**config.mk**
```make
export PLATFORM = sky130hd
export DESIGN_NAME = arm64_peephole_window_rewriter_unit
export DESIGN_NICKNAME = d
export VERILOG_FILES = /design/src/rtl/apwr_pkg.sv /design/src/rtl/apwr_match.sv /design/src/rtl/apwr_out_fifo.sv /design/src/rtl/arm64_peephole_window_rewriter_unit.sv
export SDC_FILE = /design/constraint.sdc
export NUM_CORES = 1
export LEC_CHECK = 0
export ABC_AREA = 1
export ABC_CLOCK_PERIOD_IN_PS = 8350
export BUFFER_PORTS_ARGS = -buffer_cell sky130_fd_sc_hd__buf_2
export CAP_MARGIN = 20
export CORE_MARGIN = 4
export CORE_UTILIZATION = 32
export DETAILED_ROUTE_END_ITERATION = 16
export GPL_ROUTABILITY_DRIVEN = 1
export PLACE_DENSITY_LB_ADDON = 0.2
export SLEW_MARGIN = 20
export SYNTH_ARGS = -nofsm -noshare
export SYNTH_HDL_FRONTEND = slang
export SYNTH_SLANG_ARGS = --single-unit
```
**constraint.sdc**
```tcl
create_clock -name clk_i -period 8.35 [get_ports clk_i]
set_input_delay 0.4175 -clock clk_i [delete_from_list [all_inputs] [get_ports clk_i]]
set_output_delay 0.4175 -clock clk_i [all_outputs]
set_load 0.03 [all_outputs]
```
**src/rtl/apwr_pkg.sv**
```systemverilog
// Shared types, encodings and helper functions for the ARM64 peephole window rewriter.
package apwr_pkg;

  // Largest buffer the counter is sized for; the NOP count saturates at it.
  localparam int MAX_WORDS = 65536;
  localparam int NOP_CNT_W = 17;
  localparam logic [NOP_CNT_W-1:0] NOP_CAP =
      NOP_CNT_W'((MAX_WORDS < 'h1FFFF) ? MAX_WORDS : 'h1FFFF);

  // Output queue depth: must be a power of two and at least two.
  localparam int OUT_DEPTH = 4;
  localparam int OUT_PTR_W = $clog2(OUT_DEPTH);
  localparam int OUT_CNT_W = $clog2(OUT_DEPTH + 1);

  // Instruction encodings
  localparam logic [31:0] NOP_WORD    = 32'hD503201F;
  localparam logic [31:0] STR_X_BASE  = 32'hF9000000;
  localparam logic [31:0] LDR_X_BASE  = 32'hF9400000;
  localparam logic [31:0] STR_W_BASE  = 32'hB9000000;
  localparam logic [31:0] LDR_W_BASE  = 32'hB9400000;
  localparam logic [31:0] STP_X_BASE  = 32'hA9000000;
  localparam logic [31:0] LDP_X_BASE  = 32'hA9400000;
  localparam logic [31:0] MOV_REG_PAT = 32'hAA0003E0;
  localparam logic [31:0] MOV_REG_MSK = 32'hFFE0FFE0;
  localparam logic [31:0] CMP_IMM_PAT = 32'hF100001F;
  localparam logic [31:0] CMP_IMM_MSK = 32'hFF00001F;
  localparam logic [31:0] BCOND_PAT   = 32'h54000000;
  localparam logic [31:0] BCOND_MSK   = 32'hFF000010;
  localparam logic [31:0] CBZ_BASE    = 32'hB4000000;
  localparam logic [31:0] CBNZ_BASE   = 32'hB5000000;
  localparam logic [31:0] SUBS_PAT    = 32'hEB000000;
  localparam logic [31:0] SUBS_MSK    = 32'hFFE0FC00;
  localparam logic [31:0] MOVZ_PAT    = 32'hD2800000;
  localparam logic [31:0] MOVK_PAT    = 32'hF2800000;
  localparam logic [31:0] MOVW_MSK    = 32'hFF800000;
  localparam logic [31:0] TOP10_MSK   = 32'hFFC00000;
  localparam logic [5:0]  B_OPC       = 6'b000101;
  localparam logic [4:0]  REG_ZR      = 5'd31;

  // Branch condition codes
  localparam logic [3:0] COND_EQ = 4'h0;
  localparam logic [3:0] COND_NE = 4'h1;
  localparam logic [3:0] COND_AL = 4'hE;

  typedef struct packed {
    logic [31:0] instr_word;
    logic        is_final;
  } apwr_in_t;

  typedef struct packed {
    logic [31:0]          out_word;
    logic                 end_of_run;
    logic [NOP_CNT_W-1:0] nop_total;
  } apwr_out_t;

  typedef struct packed {
    logic [31:0] word_a;
    logic [31:0] word_b;
    logic        skip;
    logic        hit;
  } apwr_match_t;

  function automatic logic top10(input logic [31:0] w, input logic [31:0] base);
    return (w & TOP10_MSK) == base;
  endfunction

  // MOV Xd,Xd written as ORR Xd,XZR,Xd
  function automatic logic is_self_mov(input logic [31:0] w);
    return ((w & MOV_REG_MSK) == MOV_REG_PAT) && (w[4:0] == w[20:16]);
  endfunction

  function automatic logic [NOP_CNT_W-1:0] sat_inc(input logic [NOP_CNT_W-1:0] c);
    return (c < NOP_CAP) ? c + NOP_CNT_W'(1) : c;
  endfunction

endpackage

```
**src/rtl/apwr_match.sv**
```systemverilog
// Pattern check of one window position against the following word.
module apwr_match
  import apwr_pkg::*;
(
  input  logic [31:0] a_i,
  input  logic [31:0] b_i,
  input  logic        third_i,
  output apwr_match_t res_o
);

  logic [4:0]  rt_a, rt_b, rn_a, rn_b, rm_a, rm_b;
  logic [11:0] imm_a, imm_b;
  logic        pair_common, pair_st, pair_ld;
  logic        st_ld, dup_st, subs_cmp, cmp_br, bc_over_b, movz_movk;
  logic [18:0] cb_off;
  logic [26:0] bc_off;
  logic        bc_fits;

  assign rt_a  = a_i[4:0];
  assign rt_b  = b_i[4:0];
  assign rn_a  = a_i[9:5];
  assign rn_b  = b_i[9:5];
  assign rm_a  = a_i[20:16];
  assign rm_b  = b_i[20:16];
  assign imm_a = a_i[21:10];
  assign imm_b = b_i[21:10];

  assign pair_common = (rn_a == rn_b) && (rt_a != rt_b) &&
                       (imm_b == imm_a + 12'd1) && (imm_a <= 12'd63);
  assign pair_st = top10(a_i, STR_X_BASE) && top10(b_i, STR_X_BASE) && pair_common;
  // a load that overwrites its own base cannot be paired
  assign pair_ld = top10(a_i, LDR_X_BASE) && top10(b_i, LDR_X_BASE) && pair_common &&
                   (rt_a != rn_a);

  assign st_ld = ((top10(a_i, STR_X_BASE) && top10(b_i, LDR_X_BASE)) ||
                  (top10(a_i, STR_W_BASE) && top10(b_i, LDR_W_BASE))) &&
                 (rt_a == rt_b) && (rn_a == rn_b) && (imm_a == imm_b);

  assign dup_st = (a_i == b_i) && (top10(a_i, STR_X_BASE) || top10(a_i, STR_W_BASE));

  assign subs_cmp = ((a_i & SUBS_MSK) == SUBS_PAT) && ((b_i & SUBS_MSK) == SUBS_PAT) &&
                    (rt_b == REG_ZR) && (rn_a == rn_b) && (rm_a == rm_b);

  // CBZ/CBNZ offset: branch offset plus one, rejected at the positive limit
  assign cb_off = b_i[23:5] + 19'd1;
  assign cmp_br = ((a_i & CMP_IMM_MSK) == CMP_IMM_PAT) && (imm_a == 12'd0) &&
                  (rn_a != REG_ZR) && ((b_i & BCOND_MSK) == BCOND_PAT) &&
                  (b_i[3:0] <= COND_NE) && (b_i[23:5] != 19'h3FFFF);

  assign bc_off  = {b_i[25], b_i[25:0]} + 27'd1;
  assign bc_fits = (bc_off[26:18] == 9'h000) || (bc_off[26:18] == 9'h1FF);
  assign bc_over_b = third_i && ((a_i & BCOND_MSK) == BCOND_PAT) && (a_i[3:0] < COND_AL) &&
                     (b_i[31:26] == B_OPC) && (a_i[23:5] == 19'd2) && bc_fits;

  assign movz_movk = ((a_i & MOVW_MSK) == MOVZ_PAT) && ((b_i & MOVW_MSK) == MOVK_PAT) &&
                     (rt_a == rt_b) && (a_i[22:21] == 2'd0) && (a_i[20:5] == 16'd0) &&
                     (b_i[22:21] == 2'd0);

  always_comb begin
    res_o.word_a = a_i;
    res_o.word_b = b_i;
    res_o.skip   = 1'b0;
    res_o.hit    = 1'b1;
    if (pair_st || pair_ld) begin
      res_o.word_a = (pair_ld ? LDP_X_BASE : STP_X_BASE) |
                     {11'd0, imm_a[5:0], rt_b, rn_a, rt_a};
      res_o.word_b = NOP_WORD;
      res_o.skip   = 1'b1;
    end else if (st_ld) begin
      res_o.word_b = NOP_WORD;
    end else if (dup_st) begin
      res_o.word_a = NOP_WORD;
    end else if (subs_cmp) begin
      res_o.word_b = NOP_WORD;
      res_o.skip   = 1'b1;
    end else if (cmp_br) begin
      res_o.word_a = ((b_i[3:0] == COND_EQ) ? CBZ_BASE : CBNZ_BASE) |
                     {8'd0, cb_off, rn_a};
      res_o.word_b = NOP_WORD;
      res_o.skip   = 1'b1;
    end else if (bc_over_b) begin
      res_o.word_a = BCOND_PAT | {8'd0, bc_off[18:0], 1'b0, a_i[3:1], ~a_i[0]};
      res_o.word_b = NOP_WORD;
      res_o.skip   = 1'b1;
    end else if (movz_movk) begin
      res_o.word_a = MOVZ_PAT | {11'd0, b_i[20:5], rt_a};
      res_o.word_b = NOP_WORD;
      res_o.skip   = 1'b1;
    end else if (is_self_mov(a_i)) begin
      res_o.word_a = NOP_WORD;
    end else begin
      res_o.hit = 1'b0;
    end
  end

endmodule

```
**src/rtl/apwr_out_fifo.sv**
```systemverilog
// Small result queue that takes up to two items per cycle and hands out one.
module apwr_out_fifo
  import apwr_pkg::*;
(
  input  logic      clk_i,
  input  logic      rst_ni,
  input  logic [1:0] push_cnt_i,
  input  apwr_out_t push0_i,
  input  apwr_out_t push1_i,
  output logic      room_o,
  output logic      out_valid_o,
  input  logic      out_ready_i,
  output apwr_out_t out_data_o
);

  apwr_out_t             mem_q [OUT_DEPTH];
  logic [OUT_PTR_W-1:0] wr_ptr_q, wr_ptr_d, rd_ptr_q, rd_ptr_d, wr_ptr_nx;
  logic [OUT_CNT_W-1:0] cnt_q, cnt_d;
  logic                 pop;

  assign pop         = out_valid_o && out_ready_i;
  assign out_valid_o = (cnt_q != '0);
  assign out_data_o  = mem_q[rd_ptr_q];
  assign room_o      = (cnt_q <= OUT_CNT_W'(OUT_DEPTH - 2));
  assign wr_ptr_nx   = wr_ptr_q + OUT_PTR_W'(1);

  always_comb begin
    wr_ptr_d = wr_ptr_q + OUT_PTR_W'(push_cnt_i);
    rd_ptr_d = pop ? rd_ptr_q + OUT_PTR_W'(1) : rd_ptr_q;
    cnt_d    = cnt_q + OUT_CNT_W'(push_cnt_i) - OUT_CNT_W'(pop);
  end

  always_ff @(posedge clk_i or negedge rst_ni) begin
    if (!rst_ni) begin
      wr_ptr_q <= '0;
      rd_ptr_q <= '0;
      cnt_q    <= '0;
    end else begin
      wr_ptr_q <= wr_ptr_d;
      rd_ptr_q <= rd_ptr_d;
      cnt_q    <= cnt_d;
    end
  end

  always_ff @(posedge clk_i) begin
    if (push_cnt_i != 2'd0) begin
      mem_q[wr_ptr_q] <= push0_i;
    end
    if (push_cnt_i == 2'd2) begin
      mem_q[wr_ptr_nx] <= push1_i;
    end
  end

endmodule

```
**src/rtl/arm64_peephole_window_rewriter_unit.sv**
```systemverilog
// Top level of the ARM64 peephole window rewriter: input stage, window state and result queue.
//
//  Channel | Ports                              | Item
//  --------+------------------------------------+----------------------------------------
//  in      | in_valid_i, in_ready_o, in_data_i  | instr_word, is_final
//  out     | out_valid_o, out_ready_i, out_data_o | out_word, end_of_run, nop_total
//
//  One item is taken per cycle while the result queue has room. An item is registered in the
//  input register, where the window check runs, and the results it releases land in a
//  four-entry result queue, whose occupancy drives out_valid_o.
//  The final item of a buffer can give two results while the queue drains one per cycle when out_ready_i is high.
//  rst_ni clears the window control, the NOP counter and the queue pointers at once.
//  When the queue has fewer than two free entries the input register holds its item and
//  in_ready_o drops until the output side takes results.
module arm64_peephole_window_rewriter_unit
  import apwr_pkg::*;
(
  input  logic      clk_i,
  input  logic      rst_ni,
  input  logic      in_valid_i,
  output logic      in_ready_o,
  input  apwr_in_t  in_data_i,
  output logic      out_valid_o,
  input  logic      out_ready_i,
  output apwr_out_t out_data_o
);

  // Input register
  logic     in_vld_q;
  apwr_in_t in_q;

  // Window state: pending word, pending flag, skip flag, NOP count
  logic [31:0]          win_a_q, win_a_d;
  logic                 held_q, held_d;
  logic                 skip_q, skip_d;
  logic [NOP_CNT_W-1:0] cnt_q, cnt_d;

  logic        room, advance;
  logic [1:0]  push_cnt;
  apwr_out_t   push0, push1;
  apwr_match_t mres;

  logic [31:0]          last_src, last_word;
  logic                 last_hit;
  logic [NOP_CNT_W-1:0] cnt_pair;

  // Process the held item only when the queue can take both possible results.
  assign advance    = in_vld_q && room;
  assign in_ready_o = !in_vld_q || advance;

  always_ff @(posedge clk_i or negedge rst_ni) begin
    if (!rst_ni) begin
      in_vld_q <= 1'b0;
    end else if (in_ready_o) begin
      in_vld_q <= in_valid_i;
    end
  end

  always_ff @(posedge clk_i) begin
    if (in_valid_i && in_ready_o) begin
      in_q <= in_data_i;
    end
  end

  // Check the pending word against the incoming one; a third word exists unless final.
  apwr_match u_match (
    .a_i     (win_a_q),
    .b_i     (in_q.instr_word),
    .third_i (!in_q.is_final),
    .res_o   (mres)
  );

  // Last position of a buffer: only the self-move rule applies.
  assign last_src  = skip_q ? in_q.instr_word : mres.word_b;
  assign last_hit  = is_self_mov(last_src) && (skip_q || !mres.skip);
  assign last_word = last_hit ? NOP_WORD : last_src;
  assign cnt_pair  = (!skip_q && mres.hit) ? sat_inc(cnt_q) : cnt_q;

  always_comb begin
    win_a_d  = win_a_q;
    held_d   = held_q;
    skip_d   = skip_q;
    cnt_d    = cnt_q;
    push_cnt = 2'd0;
    push0    = '{out_word: win_a_q, end_of_run: 1'b0, nop_total: '0};
    push1    = '{out_word: last_word, end_of_run: 1'b1,
                 nop_total: last_hit ? sat_inc(cnt_pair) : cnt_pair};
    if (advance) begin
      if (!held_q) begin
        if (in_q.is_final) begin
          // single-word buffer: pass through
          push_cnt = 2'd1;
          push0    = '{out_word: in_q.instr_word, end_of_run: 1'b1, nop_total: cnt_q};
          cnt_d    = '0;
        end else begin
          win_a_d = in_q.instr_word;
          held_d  = 1'b1;
        end
      end else begin
        push_cnt = 2'd1;
        if (!skip_q) begin
          push0.out_word = mres.word_a;
        end
        if (in_q.is_final) begin
          // flush the last position and return to the reset state
          push_cnt = 2'd2;
          held_d   = 1'b0;
          skip_d   = 1'b0;
          cnt_d    = '0;
        end else begin
          win_a_d = skip_q ? in_q.instr_word : mres.word_b;
          skip_d  = skip_q ? 1'b0 : mres.skip;
          cnt_d   = cnt_pair;
        end
      end
    end
  end

  always_ff @(posedge clk_i or negedge rst_ni) begin
    if (!rst_ni) begin
      held_q <= 1'b0;
      skip_q <= 1'b0;
      cnt_q  <= '0;
    end else begin
      held_q <= held_d;
      skip_q <= skip_d;
      cnt_q  <= cnt_d;
    end
  end

  always_ff @(posedge clk_i) begin
    win_a_q <= win_a_d;
  end

  apwr_out_fifo u_out_fifo (
    .clk_i       (clk_i),
    .rst_ni      (rst_ni),
    .push_cnt_i  (push_cnt),
    .push0_i     (push0),
    .push1_i     (push1),
    .room_o      (room),
    .out_valid_o (out_valid_o),
    .out_ready_i (out_ready_i),
    .out_data_o  (out_data_o)
  );

endmodule

```
## After elaboration in Yosys (flattened, before gate mapping)

Memory sizes are Yosys's and may differ from the RTL's.
Cells that the tools add are included.

| word-level totals | value |
|---|---|
| memory bits (read-only) | 0 |
| latch bits | 0 |
| input bits | 37 |
| output and inout port bits | 52 |
| word-level logic and storage cells | 174 |
| flip-flop bits (word level) | 92 |
| bits in writable memories | 200 |
| memories kept | 1 |

Memories:

| memory | depth | bits a word | rd ports | clocked after memory_dff | write ports | line | source |
|---|---|---|---|---|---|---|---|
| u_out_fifo.mem_q | 4 | 50 | 1 | 0 | 2 | apwr_out_fifo.sv:16 | `apwr_out_t mem_q [OUT_DEPTH];` |

| cells by class | value |
|---|---|
| mux-type cells | 49 |
| $mul | 0 |
| $lt $le $gt $ge | 6 |
| equality and inequality tests | 32 |
| divide/modulo/power cells | 0 |
| bitwise operators | 4 |
| add/subtract/negate cells | 10 |
| shift-type cells | 0 |
| reduce and logical (&&, ||, !) cells | 62 |

Operators with widths:

| cell | count |
|---|---|
| 32-bit 2-to-1 mux | 13 |
| 65-bit 2-to-1 mux | 3 |
| 17-bit 2-to-1 mux | 7 |
| 50-bit 2-to-1 mux | 2 |
| 33-bit 2-to-1 mux | 2 |
| 10-bit == test (second input constant) | 6 |
| 22-bit == test (second input constant) | 2 |
| 1-bit logical AND | 40 |
| 17-bit by 1-bit adder with 17-bit output (second input constant) | 2 |
| 17-bit == test (second input constant) | 2 |
| 17-bit less-than comparator (second input constant) | 2 |
| 34-bit 2-to-1 mux | 1 |
| 32-bit == test | 1 |
| 32-bit by 21-bit bitwise OR with 32-bit output | 1 |
| 32-bit by 24-bit bitwise OR with 32-bit output | 1 |
| 26-bit by 2-bit adder with 27-bit output (second input constant) | 1 |
| 9-bit == test (second input constant) | 3 |
| 5-bit == test | 5 |
| 25-bit 2-to-1 mux | 1 |
| 12-bit == test | 2 |
| 23-bit 2-to-1 mux | 1 |
| 19-bit by 1-bit adder with 19-bit output (second input constant) | 1 |
| 19-bit by 2-bit == test with 1-bit output (second input constant) | 1 |
| 19-bit by 18-bit inequality test with 1-bit output (second input constant) | 1 |
| 30 further kinds | 62 |

## Longest topological paths before layout

Gate-level depths: netlist of run 1.

| depth | value |
|---|---|
| depth after elaboration | 18 |
| gate-level depth with buffers | 29 |
| mapped depth without buffers | 28 |

## By module

Synthesis of run 1 repeated with hierarchy kept, for this count alone.

| second synthesis, totals | value |
|---|---|
| cells, all modules | 3203 |
| area, all modules | 21942.3 µm² |

By module, submodules not included:

| module | area an instance (µm²) | sequential area each (µm²) | cells each | times used |
|---|---|---|---|---|
| apwr_out_fifo | 11016.8 | 6180.9 | 1361 | 1 |
| arm64_peephole_window_rewriter_unit | 6133.4 | 2452.4 | 890 | 1 |
| apwr_match | 4792.1 | 0.0 | 952 | 1 |

## Worst setup path before layout of run 1

Ideal clock, no wire load.

| path | value |
|---|---|
| path kind | register to register |
| from | register in_q[0] in the netlist's numbering |
| to | memory u_out_fifo.mem_q[0][0] in the netlist's numbering (enable) |
| required time | 7.942 ns |
| stages on the path, launching flop included | 12 |
| setup slack | 4.420 ns |
| library setup time | 0.408 ns |
| clock period less this slack | 3.930 ns |
| arrival | 3.523 ns |
| cells stage by stage | edfxtp_1 clkbuf_1 inv_1 clkbuf_1 clkbuf_1 ha_1 nor2_1 inv_1 nor2_1 inv_1 clkbuf_1 nand2_1 |

RTL lines:

| item | line | source |
|---|---|---|
| from (decl) | arm64_peephole_window_rewriter_unit.sv:30 | `apwr_in_t in_q;` |
| from (signal assigned) | arm64_peephole_window_rewriter_unit.sv:61 | `in_q <= in_data_i;` |
| to (decl) | apwr_out_fifo.sv:16 |  |

==> results of run 1 <==
-- timing repair --
action	in CTS	in global routing
gates resized for setup	0	0
hold buffers	3	0
hold endpoints to repair	29	0
-- synthesized netlist by cell type (4+ instances only) --
master     instances  area share, %
o21ai_0          257            6.5
o21ai_1            7           0.18
clkbuf_1         115            2.2
xnor2_1            7           0.31
inv_2             17           0.32
nor2_4             7           0.40
xor2_1            58            2.6
nand2_2           13           0.41
a221oi_1           4           0.18
o2111ai_1          6           0.26
nor3_1            82            2.1
nand3b_1           6           0.23
nor3_2             4           0.20
buf_2             33           0.83
edfxtp_1         261             39
o221ai_1          18           0.79
dfxtp_1            4           0.40
clkinv_1          11           0.21
a21oi_1           46            1.2
inv_1            205            3.9
o211ai_1          11           0.41
nor4_1            24           0.75
dfrtp_1           27            3.4
nand2_1          600             11
ha_1              15           0.94
nor2_2            18           0.57
nand4_1           68            2.1
nor2_1           292            5.5
nand3_1          177            4.5
o22ai_1          151            4.7
a22o_1            29            1.3
a31oi_1            4           0.13
-- worst min path at each step --
stage                                                    start                              endpoint  slack (ns)  cells after the start
after floorplan                                         rst_ni                  cnt_q[0]$_DFFE_PN0P_        0.12                      0
after global placement    u_out_fifo.mem_q[2][17]$_SDFFE_PP1P_  u_out_fifo.mem_q[2][17]$_SDFFE_PP1P_        0.46                      1
after detailed placement  u_out_fifo.mem_q[2][17]$_SDFFE_PP1P_  u_out_fifo.mem_q[2][17]$_SDFFE_PP1P_        0.47                      1
after CTS                                        in_data_i[32]                    in_q[32]$_DFFE_PP_      0.0009                      1
after global routing                             in_data_i[32]                    in_q[32]$_DFFE_PP_        0.01                      1
final                                             in_data_i[8]                     in_q[8]$_DFFE_PP_        0.03                      1
-- state kept, by name (all words and copies together), names as in the netlist --
| signal | cells |
|---|---|
| u_out_fifo.mem_q | 200 |
| in_q | 33 |
| win_a_q | 32 |
| cnt_q | 17 |
| u_out_fifo.cnt_q | 3 |
| u_out_fifo.rd_ptr_q | 2 |
| u_out_fifo.wr_ptr_q | 2 |
| held_q | 1 |
| in_vld_q | 1 |
| skip_q | 1 |
-- cells by family after synthesis --
logic type | after synthesis
fa+ha+maj | 16
flops | 292
compound gates | 553
buf+inv | 391
xor+xnor | 65
simple gates | 1305
-- metal layers --
| metal | GRT usage (%) | vias to the layer above | routed length, um |
|---|---|---|---|
| li1 | - | 9144 | - |
| met1 | 37.1 | 9770 | 38600 |
| met2 | 39.9 | 1200 | 39300 |
| met3 | 5.20 | 185 | 9050 |
| met4 | 8.88 | 0 | 3380 |
| met5 | 0 | - | 0 |
-- critical path, cell delays in order, from the launching register on --
cell,delay [ns]
edfxtp_1,0.98
inv_1,0.65
ha_1,0.50
inv_1,0.04
nor2_1,0.25
nor2_1,0.13
nor2_2,0.10
buf_4,0.42
clkinv_1,0.82
nand2_2,0.99
buf_4,0.50
-- stage by stage --
stage / total power, mW / worst slack [ns] / hold WS [ns]
after CTS: 7.69 / 2.60 / 0.000909
after global routing: 8.08 / 2.28 / 0.00957
after detailed placement: 5.94 / 2.62 / 0.466
final: 7.72 / 2.55 / 0.0330
after global placement: 5.92 / 2.63 / 0.459
after floorplan: 4.52 / 4.42 / 0.122
-- power by group through the flow --
stage / Clock (mW) / Combinational [mW] / Sequential (mW)
2_1_floorplan: 0 / 2.38 / 2.15
3_3_place_gp: 0 / 3.49 / 2.42
3_5_place_dp: 0 / 3.51 / 2.43
4_1_cts: 1.77 / 3.52 / 2.40
5_1_grt: 1.83 / 3.82 / 2.44
6_report: 1.73 / 3.56 / 2.42
-- area by class of cell --
type,instances,area (um2),area share (%)
Clock buffer,41,962,4.30
Sequential cell,292,8590,38.4
Clock inverter,27,355,1.59
Tap cell,837,1050,4.68
Inverter,233,875,3.91
Multi-Input combinational cell,1939,9810,43.8
Timing Repair Buffer,126,733,3.28
==> out/metrics.cfg, run 1 <==
[yosys]
synth_top_family_by_area = simple AND/OR/NAND/NOR gates
syn_nets = 2675
yosys.area_share.xor_xnor_pct = 2.86
synthArstFlopShare_pct = 9.25
synth_cell_types = 61
synth_mux_area_share_pct = 0
synth_compound_area_share_pct = 16.5
syn_inst = 2622
synth_edf_count = 261
yosysSeqAreaShare_pct = 43.2
ys_seq_elements = 292
synthesis.area_um2 = 19900
synth_warnings = 0
postSynthAreaPerCell_um2 = 7.59
yosys.area_share.simple_pct = 28.7
synth_ff_type = edfxtp_1
synthAdderAreaFrac_pct = 1.04

[min_path]
hold_class = in2reg

[worst_setup_path]
regToRegEndpoint = u_out_fifo.mem_q[3][34]$_DFFE_PP_
ff2ff_path_depth = 10
worst-setup-path-type = reg2reg
cp-endpoint = u_out_fifo.mem_q[3][34]$_DFFE_PP_
cp.arrival_ns = 6.01
end_kind = flip-flop
setup.worst_path.start_class = flip-flop
crit_required_ns = 8.56
cp_max_fo = 33
startpoint = in_q[0]$_DFFE_PP_
rr_startpoint = in_q[0]$_DFFE_PP_
r2r_slack_ns = 2.55

[route]
routed_wl_mm = 90.3
remaining_drc_errors = 0
drt_iter0_drc = 2352
vias = 20300
firstDrtPassIters = 6
ant_nets = 0
wl_per_cell_um = 25.8
viasPerCell = 5.81

[placement]
dpl.hpwl_mm = 63.3
gp_congestion = 1.01
numPortBuffers = 88
dp.cells = 3424
placed_cell_area_um2 = 21000

[pwr]
p_sw_mw = 3.78
switching_share_pct = 49.0
pwr-share-clk_pct = 22.5
p_int_mw = 3.94
pwr-share-seq_pct = 31.4
power_frac_comb_pct = 46.2
ir_worst_vdd_uv = 170
power.density_nw_per_um2 = 345
p_leak_nw = 8.84

[global_route]
grt_pass1_vias = 19200
gr-total-overflow = 0
track_usage_pct = 26.1
grt_max_degree = 73
antenna_found_initial = 0
grt_pass1_wl_mm = 131

[floorplan]
io_pins = 89
start_util_pct = 32.3
core-area_um2 = 61600
rows = 91
die_y_um = 257
dieArea_um2 = 66200
fp.dieW_um = 257

[clock_network]
h-tree-depth = 2
insertion_delay_ns = 0.56
cts_buffers = 37
clk_pin_slew_worst_paths_ns = 0.06
cts_buffer_depth = 3
ctsRootBufferMaster = clkbuf_16
cts_tree = built
cts_setup_buffers = 0
clock_sinks = 292

[sta]
final_hold_viol_count = 0
min_period_over_period_pct = 69.5
finalSetupViolCount = 0
fmax_ghz = 0.172
max_slew_margin_pct = 35.0
rsz0062_at_grt = no
worst_slew_pin_slew_ns = 0.965
post-route-min-period_ns = 5.80
slew_violations = 0
skew_ns = 0.0257
tns_ns = 0

[cells_and_area]
nets = 2682
fillers = 6467
fin_cells = 3495
design_area_um2 = 22400
n_antenna_cell = 0
drive_gt1_share_pct = 9.97
finalCoreUtilization_pct = 36.3
layout_commonest_cell = nand2_1
mostFrequentLayoutCells = nand2_1, nor2_1, edfxtp_1, o21ai_0, inv_1
syn_to_final_growth_pct = 12.4

[run_status]
status = finished clean

[job]
drv_cap = 0

No activity file was read; power rests on OpenSTA's default activity.
==> inputs of run 2 (changes only) <==
Settings changed: ABC_CLOCK_PERIOD_IN_PS 8350 to 5200.
Clock period 8.35 ns to 5.2 ns, I/O delays scaled along.
==> out/metrics.cfg, run 2 (synthesized netlist as in run 1, its figures left out) <==
[job]
drv_cap = 0  ; unchanged

[sta]
min_period_over_period_pct = 92.1  ; was 69.5%
finalSetupViolCount = 0  ; unchanged
fmax_ghz = 0.209  ; was 0.172 GHz
slew_violations = 0  ; unchanged
max_slew_margin_pct = 35.4  ; was 35.0%
skew_ns = 0.0399  ; was 0.0257 ns
final_hold_viol_count = 0  ; unchanged
setup_slack_ns = 0.412  ; was 2.55 ns
rsz0062_at_grt = no  ; unchanged
worst_slew_pin_slew_ns = 0.960  ; was 0.965 ns
post-route-min-period_ns = 4.79  ; was 5.80 ns
tns_ns = 0  ; unchanged

[global_route]
gr-total-overflow = 0  ; unchanged
antenna_found_initial = 1  ; was 0
track_usage_pct = 26.5  ; was 26.1%
grt_max_degree = 103  ; was 73
grt_pass1_vias = 19200  ; about the same
grt_pass1_wl_mm = 132  ; was 131 mm

[cells_and_area]
largest_register = u_out_fifo.mem_q  ; unchanged
fillers = 6360  ; was 6467
design_area_um2 = 23200  ; was 22400 um2
largest_register_ff_count = 200  ; unchanged
nets = 2804  ; was 2682
layout_commonest_cell = nand2_1  ; unchanged
finalCoreUtilization_pct = 37.7  ; was 36.3%
mostFrequentLayoutCells = nand2_1, nor2_1, edfxtp_1, o21ai_0, inv_1  ; unchanged
syn_to_final_growth_pct = 16.8  ; was 12.4%
drive_gt1_share_pct = 12.6  ; was 9.97%
top_regs = u_out_fifo.mem_q (200), in_q (33), win_a_q (32)  ; unchanged

[worst_setup_path]
rr_startpoint = in_q[1]$_DFFE_PP_  ; was in_q[0]$_DFFE_PP_
end_kind = flip-flop  ; unchanged
ff2ff_path_depth = 22  ; was 10
regToRegEndpoint = u_out_fifo.mem_q[2][22]$_DFFE_PP_  ; was u_out_fifo.mem_q[3][34]$_DFFE_PP_
worst-setup-path-type = reg2reg  ; unchanged
cp.arrival_ns = 5.05  ; was 6.01 ns
startpoint = in_q[1]$_DFFE_PP_  ; was in_q[0]$_DFFE_PP_
setup.worst_path.start_class = flip-flop  ; unchanged
crit_required_ns = 5.46  ; was 8.56 ns
r2r_slack_ns = 0.41  ; was 2.55 ns
cp_max_fo = 26  ; was 33

[route]
drt_iter0_drc = 2696  ; was 2352
ant_nets = 0  ; unchanged
vias = 20600  ; was 20.3k
wl_per_cell_um = 25.1  ; was 25.8 um
firstDrtPassIters = 6  ; unchanged
viasPerCell = 5.71  ; was 5.81
routed_wl_mm = 90.9  ; was 90.3 mm
remaining_drc_errors = 0  ; unchanged

[min_path]
hold_depth = 3  ; was 1
hold_class = in2reg  ; unchanged
holdPathEnd = u_out_fifo.rd_ptr_q[0]$_DFFE_PN0P_  ; was in_q[8]$_DFFE_PP_
hold_start = out_ready_i  ; was in_data_i[8]

[clock_network]
cts_buffer_depth = 3  ; unchanged
insertion_delay_ns = 0.57  ; was 0.56 ns
clock_sinks = 292  ; unchanged
cts_buffers = 35  ; was 37
cts_tree = built  ; unchanged
ctsRootBufferMaster = clkbuf_16  ; unchanged
clk_pin_slew_worst_paths_ns = 0.06  ; about the same
h-tree-depth = 2  ; unchanged

[floorplan]
fp.dieW_um = 257  ; unchanged
dieArea_um2 = 66200  ; unchanged
rows = 91  ; unchanged
io_pins = 89  ; unchanged
start_util_pct = 32.3  ; unchanged
core-area_um2 = 61600  ; unchanged
die_y_um = 257  ; unchanged

[placement]
dpl_worst_slack_ns = 0.150  ; was 2.62 ns
numPortBuffers = 88  ; unchanged
placed_cell_area_um2 = 21700  ; was 21000 um2
gp_congestion = 1.03  ; was 1.01
dpl.hpwl_mm = 65.5  ; was 63.3 mm

[run_status]
status = finished clean  ; unchanged

[pwr]
power_mw = 12.3  ; was 7.72 mW
power.density_nw_per_um2 = 527  ; was 345 nW/um2
p_leak_nw = 9.33  ; was 8.84 nW
ir_worst_vdd_uv = 267  ; was 170 uV

-- run 2: worst max path at each step --
| stage | to | slack [ns] |
|---|---|---|
| after detailed placement | u_out_fifo.mem_q[2][22]$_DFFE_PP_ | 0.15 |
| after global placement | u_out_fifo.mem_q[3][22]$_DFFE_PP_ | 0.11 |
| after global routing | u_out_fifo.mem_q[3][12]$_DFFE_PP_ | 0.02 |
| after CTS | u_out_fifo.mem_q[2][22]$_DFFE_PP_ | 0.12 |
| after floorplan | u_out_fifo.mem_q[0][0]$_DFFE_PP_ | 1.27 |
| final | u_out_fifo.mem_q[2][22]$_DFFE_PP_ | 0.41 |
-- run 2: critical path, stage by stage, from the launching register on --
cell and delay, ns:
edfxtp_1 0.53, ha_1 0.25, nand2_1 0.07, nor2_2 0.24, nand2_2 0.17, nor2_4 0.21, nand3_1 0.09, nand2_1 0.22
nand2_1 0.09, nor2_1 0.17, nand2_1 0.09, nand2_2 0.12, nand3_4 0.21, nand4_1 0.15, nand2_2 0.32, buf_4 0.29
o21ai_2 0.07, nor2_1 0.07, nand2_1 0.15, nor2_2 0.13, buf_4 0.20, nor3_2 0.46, o22ai_1 0.16
-- run 2: per-layer routing --
metal  share of wire (%)  vias up  wire (um)  GRT usage (%)
met2                  44     1192      39600           40.7
li1                    -     9401          -              -
met5                   0        -          0              0
met4                 3.8        0       3500           9.37
met1                  43     9881      38700           37.6
met3                  10      169       9050           4.66
-- run 2: layout make-up --
cell class / instances / area (um2) / share of cell area [%]
inverters: 233 / 877 / 3.77
repair buffers: 250 / 1800 / 7.75
well taps: 837 / 1050 / 4.51
diodes: 1 / 2.50 / 0.0108
flip-flops and latches: 292 / 8590 / 37.0
clock buffers: 45 / 933 / 4.02
multi-input cells: 1939 / 9820 / 42.2
clock inverters: 18 / 166 / 0.716
-- run 2: per-stage QoR --
step	cells	hold WS (ns)
finish	3615	0.156
global route	3614	0.169
floorplan	2622	-0.0356
global placement	3506	0.419
CTS	3604	0.154
detailed placement	3506	0.411
-- run 2: report_power, final --
part           internal, mW  switching, mW  leakage, nW
sequential             3.25          0.392         2.86
combinational          1.58           4.60         5.94
clock                  1.38           1.05        0.535
total                  6.21           6.05         9.33
-- run 2: what timing repair did --
item / in CTS / in global routing
gates resized for setup: 0 / 2
hold buffers: 35 / 0
setup buffers: 0 / 9
endpoints found under the setup margin: 0 / 50
hold endpoints to repair: 61 / 0
==> inputs of run 3 (changes only) <==
Settings changed: SYNTH_HIERARCHICAL set to 1.
==> out/metrics.cfg, run 3 <==
[global_route]
top_usage_layer = met2  ; unchanged
grt_pass1_vias = 21100  ; was 19.2k
gr-total-overflow = 0  ; unchanged
grt_pass1_wl_mm = 139  ; was 132 mm
grt_max_degree = 81  ; was 103
use_met2_pct = 37.5  ; was 40.7%
track_usage_pct = 25.0  ; was 26.5%
grtUsageMet3_pct = 3.19  ; was 4.66%
antenna_found_initial = 2  ; was 1
grtUsageMet1_pct = 37.0  ; was 37.6%

[yosys]
yosys-top-cells-area = edfxtp_1, nand2_1, nand3_1  ; was edfxtp_1, nand2_1, o21ai_0
synthArstFlopShare_pct = 9.25  ; unchanged
synth_warnings = 6  ; was 0
synth_largest_area_cell = edfxtp_1  ; unchanged
synth_common_cells = nand2_1, inv_1, nor2_1  ; was nand2_1, nor2_1, edfxtp_1
synth_ff_type = edfxtp_1  ; unchanged
syn_inst = 3203  ; was 2622
postSynthAreaPerCell_um2 = 6.85  ; was 7.59 um2
synth_edf_count = 265  ; was 261
synthesis.area_um2 = 21900  ; was 19900 um2
ys_seq_elements = 292  ; unchanged
synth_cell_types = 57  ; was 61
yosysMostFrequentCell = nand2_1  ; unchanged
synth_top_area_share_pct = 36.3  ; was 39.4%
yosysSeqAreaShare_pct = 39.3  ; was 43.2%

[sta]
setup_slack_ns = 0.322  ; was 0.412 ns
slew_violations = 0  ; unchanged
tns_ns = 0  ; unchanged
fmax_ghz = 0.205  ; was 0.209 GHz
finalSetupViolCount = 0  ; unchanged
rsz0062_at_grt = no  ; unchanged
worst_slew_pin_slew_ns = 1.11  ; was 0.960 ns
post-route-min-period_ns = 4.88  ; was 4.79 ns
max_slew_margin_pct = 25.8  ; was 35.4%
final_hold_viol_count = 0  ; unchanged
min_period_over_period_pct = 93.8  ; was 92.1%
skew_ns = 0.0294  ; was 0.0399 ns

[worst_setup_path]
cp.buffers_inverters = 6  ; was 2
slowest_delay_ns = 0.61  ; was 0.53 ns
cp_max_fo = 5  ; was 26
end_kind = flip-flop  ; unchanged
cp.arrival_ns = 5.18  ; was 5.05 ns
crit_slowest_cell = nor4_1  ; was edfxtp_1
crit_required_ns = 5.51  ; was 5.46 ns
worst-setup-path-type = reg2reg  ; unchanged
path_delay_family = simple AND/OR/NAND/NOR gates  ; unchanged
setup.worst_path.start_class = flip-flop  ; unchanged

[pwr]
power.density_nw_per_um2 = 516  ; was 527 nW/um2
ir_worst_vdd_uv = 345  ; was 267 uV
p_leak_nw = 11.9  ; was 9.33 nW

[placement]
gp_congestion = 1.04  ; was 1.03
numPortBuffers = 88  ; unchanged
dp.cells = 4198  ; was 3506
dpl_worst_slack_ns = 0.330  ; was 0.150 ns
dpl.hpwl_mm = 68.8  ; was 65.5 mm

[clock_network]
insertion_delay_ns = 0.58  ; was 0.57 ns
clk_pin_slew_worst_paths_ns = 0.06  ; about the same
cts_tree = built  ; unchanged
h-tree-depth = 2  ; unchanged
cts_buffer_depth = 3  ; unchanged
cts_buffers = 38  ; was 35
clock_sinks = 292  ; unchanged
ctsRootBufferMaster = clkbuf_16  ; unchanged

[route]
drt_iter0_drc = 2143  ; was 2696
firstDrtPassIters = 9  ; was 6
viasPerCell = 5.27  ; was 5.71
routed_wl_mm = 93.7  ; was 90.9 mm
wl_per_cell_um = 21.8  ; was 25.1 um
remaining_drc_errors = 0  ; unchanged
ant_nets = 0  ; unchanged
vias = 22700  ; was 20.6k

[min_path]
hold_class = in2async  ; was in2reg

[floorplan]
core-area_um2 = 67500  ; was 61600 um2
die_y_um = 270  ; was 257 um
dieArea_um2 = 72800  ; was 66200 um2
start_util_pct = 32.5  ; was 32.3%
fp.dieW_um = 270  ; was 257 um
rows = 95  ; was 91
io_pins = 89  ; unchanged

[cells_and_area]
fin_cells = 4306  ; was 3615
nets = 3460  ; was 2804
fillers = 7225  ; was 6360
layout_commonest_cell = nand2_1  ; unchanged
top_regs = u_out_fifo/mem_q (200), in_q (33), win_a_q (32)  ; was u_out_fifo.mem_q (200), in_q (33), win_a_q (32)
largest_register_ff_count = 200  ; unchanged
mostFrequentLayoutCells = nand2_1, inv_1, nor2_1, nand3_1, edfxtp_1  ; was nand2_1, nor2_1, edfxtp_1, o21ai_0, inv_1
largest_register = u_out_fifo/mem_q  ; was u_out_fifo.mem_q
drive_gt1_share_pct = 13.7  ; was 12.6%
syn_to_final_growth_pct = 18.1  ; was 16.8%
n_antenna_cell = 0  ; was 1

[run_status]
status = finished clean  ; unchanged

[job]
drv_cap = 0  ; unchanged

==> run 3: changes by cell type after synthesis, moves of 25 or more <==
cell      previous run  this run
nand2_1            600      1153
inv_1              205       340
o22ai_1            151        32
nand3_1            177       291
o21ai_0            257       191
clkbuf_1           115        62
buf_2               33        71
a22o_1              29         0
nor3_1              82        57
==> run 3: worst paths after layout <==
kind / end / startpoint / slack [ns] / cells after the start
setup / recovery: u_out_fifo/mem_q[1][11]$_DFFE_PP_ / in_q[2]$_DFFE_PP_ / 0.32 / 27
hold / removal: u_out_fifo/cnt_q[2]$_DFF_PN0_ / rst_ni / 0.34 / 2
setup reg to reg: u_out_fifo/mem_q[1][11]$_DFFE_PP_ / in_q[2]$_DFFE_PP_ / 0.32 / 27
hold reg to reg: u_out_fifo/rd_ptr_q[1]$_DFFE_PN0P_ / u_out_fifo/rd_ptr_q[1]$_DFFE_PN0P_ / 0.50 / 2
max in group asynchronous: u_out_fifo/rd_ptr_q[0]$_DFFE_PN0P_ / rst_ni / 4.24 / 2
min in group clk_i: in_q[22]$_DFFE_PP_ / in_data_i[22] / 0.40 / 2
==> run 3: report_power, final <==
group	internal (mW)	switching (mW)	total, mW	leakage, nW
registers	3.47	0.487	3.95	2.74
logic	1.79	4.99	6.78	8.56
clock network	1.55	1.07	2.62	0.596
==> run 3: stage by stage <==
stage               area [um2]  util (%)  hold slack, ns  total power, mW
finish                   25900      38.4           0.339             13.4
global placement         24300      36.0           0.408             10.7
detailed placement       24300      36.0           0.405             10.7
global route             25900      38.4           0.385             14.2
floorplan                22000         -         -0.0356             8.06
CTS                      25900      38.3           0.332             13.4
==> run 3: cell families after synthesis <==
| family | count (synthesis) | share of synthesized area, % |
|---|---|---|
| flops | 292 | 39.3 |
| other cells | 1 | 0.0171 |
| compound gates | 293 | 7.19 |
| simple gates | 2009 | 39.8 |
| buf+inv | 526 | 10.1 |
| xor+xnor | 65 | 2.59 |
| fa+ha+maj | 17 | 1.00 |
==> run 3: per-layer routing <==
| metal | up-vias | share of wire, % |
|---|---|---|
| met1 | 10700 | 46 |
| met5 | - | 0.031 |
| met4 | 4 | 4.0 |
| met3 | 188 | 7.7 |
| met2 | 1058 | 42 |
| li1 | 10800 | - |
==> run 3: area by class of cell <==
class / count / area (um2) / area share [%]
multi-input cells: 2388 / 11200 / 43.1
flip-flops and latches: 292 / 8640 / 33.3
repair buffers: 331 / 2450 / 9.48
inverters: 355 / 1340 / 5.19
well taps: 873 / 1090 / 4.22
clock buffers: 46 / 1020 / 3.95
clock inverters: 21 / 195 / 0.754
==> run 3: timing repair <==
action / 4_1_cts / 5_1_grt
hold endpoints to repair: 62 / 0
setup buffers: 0 / 5
hold buffers: 36 / 0
setup endpoints to repair: 0 / 46
gates resized for setup: 0 / 0
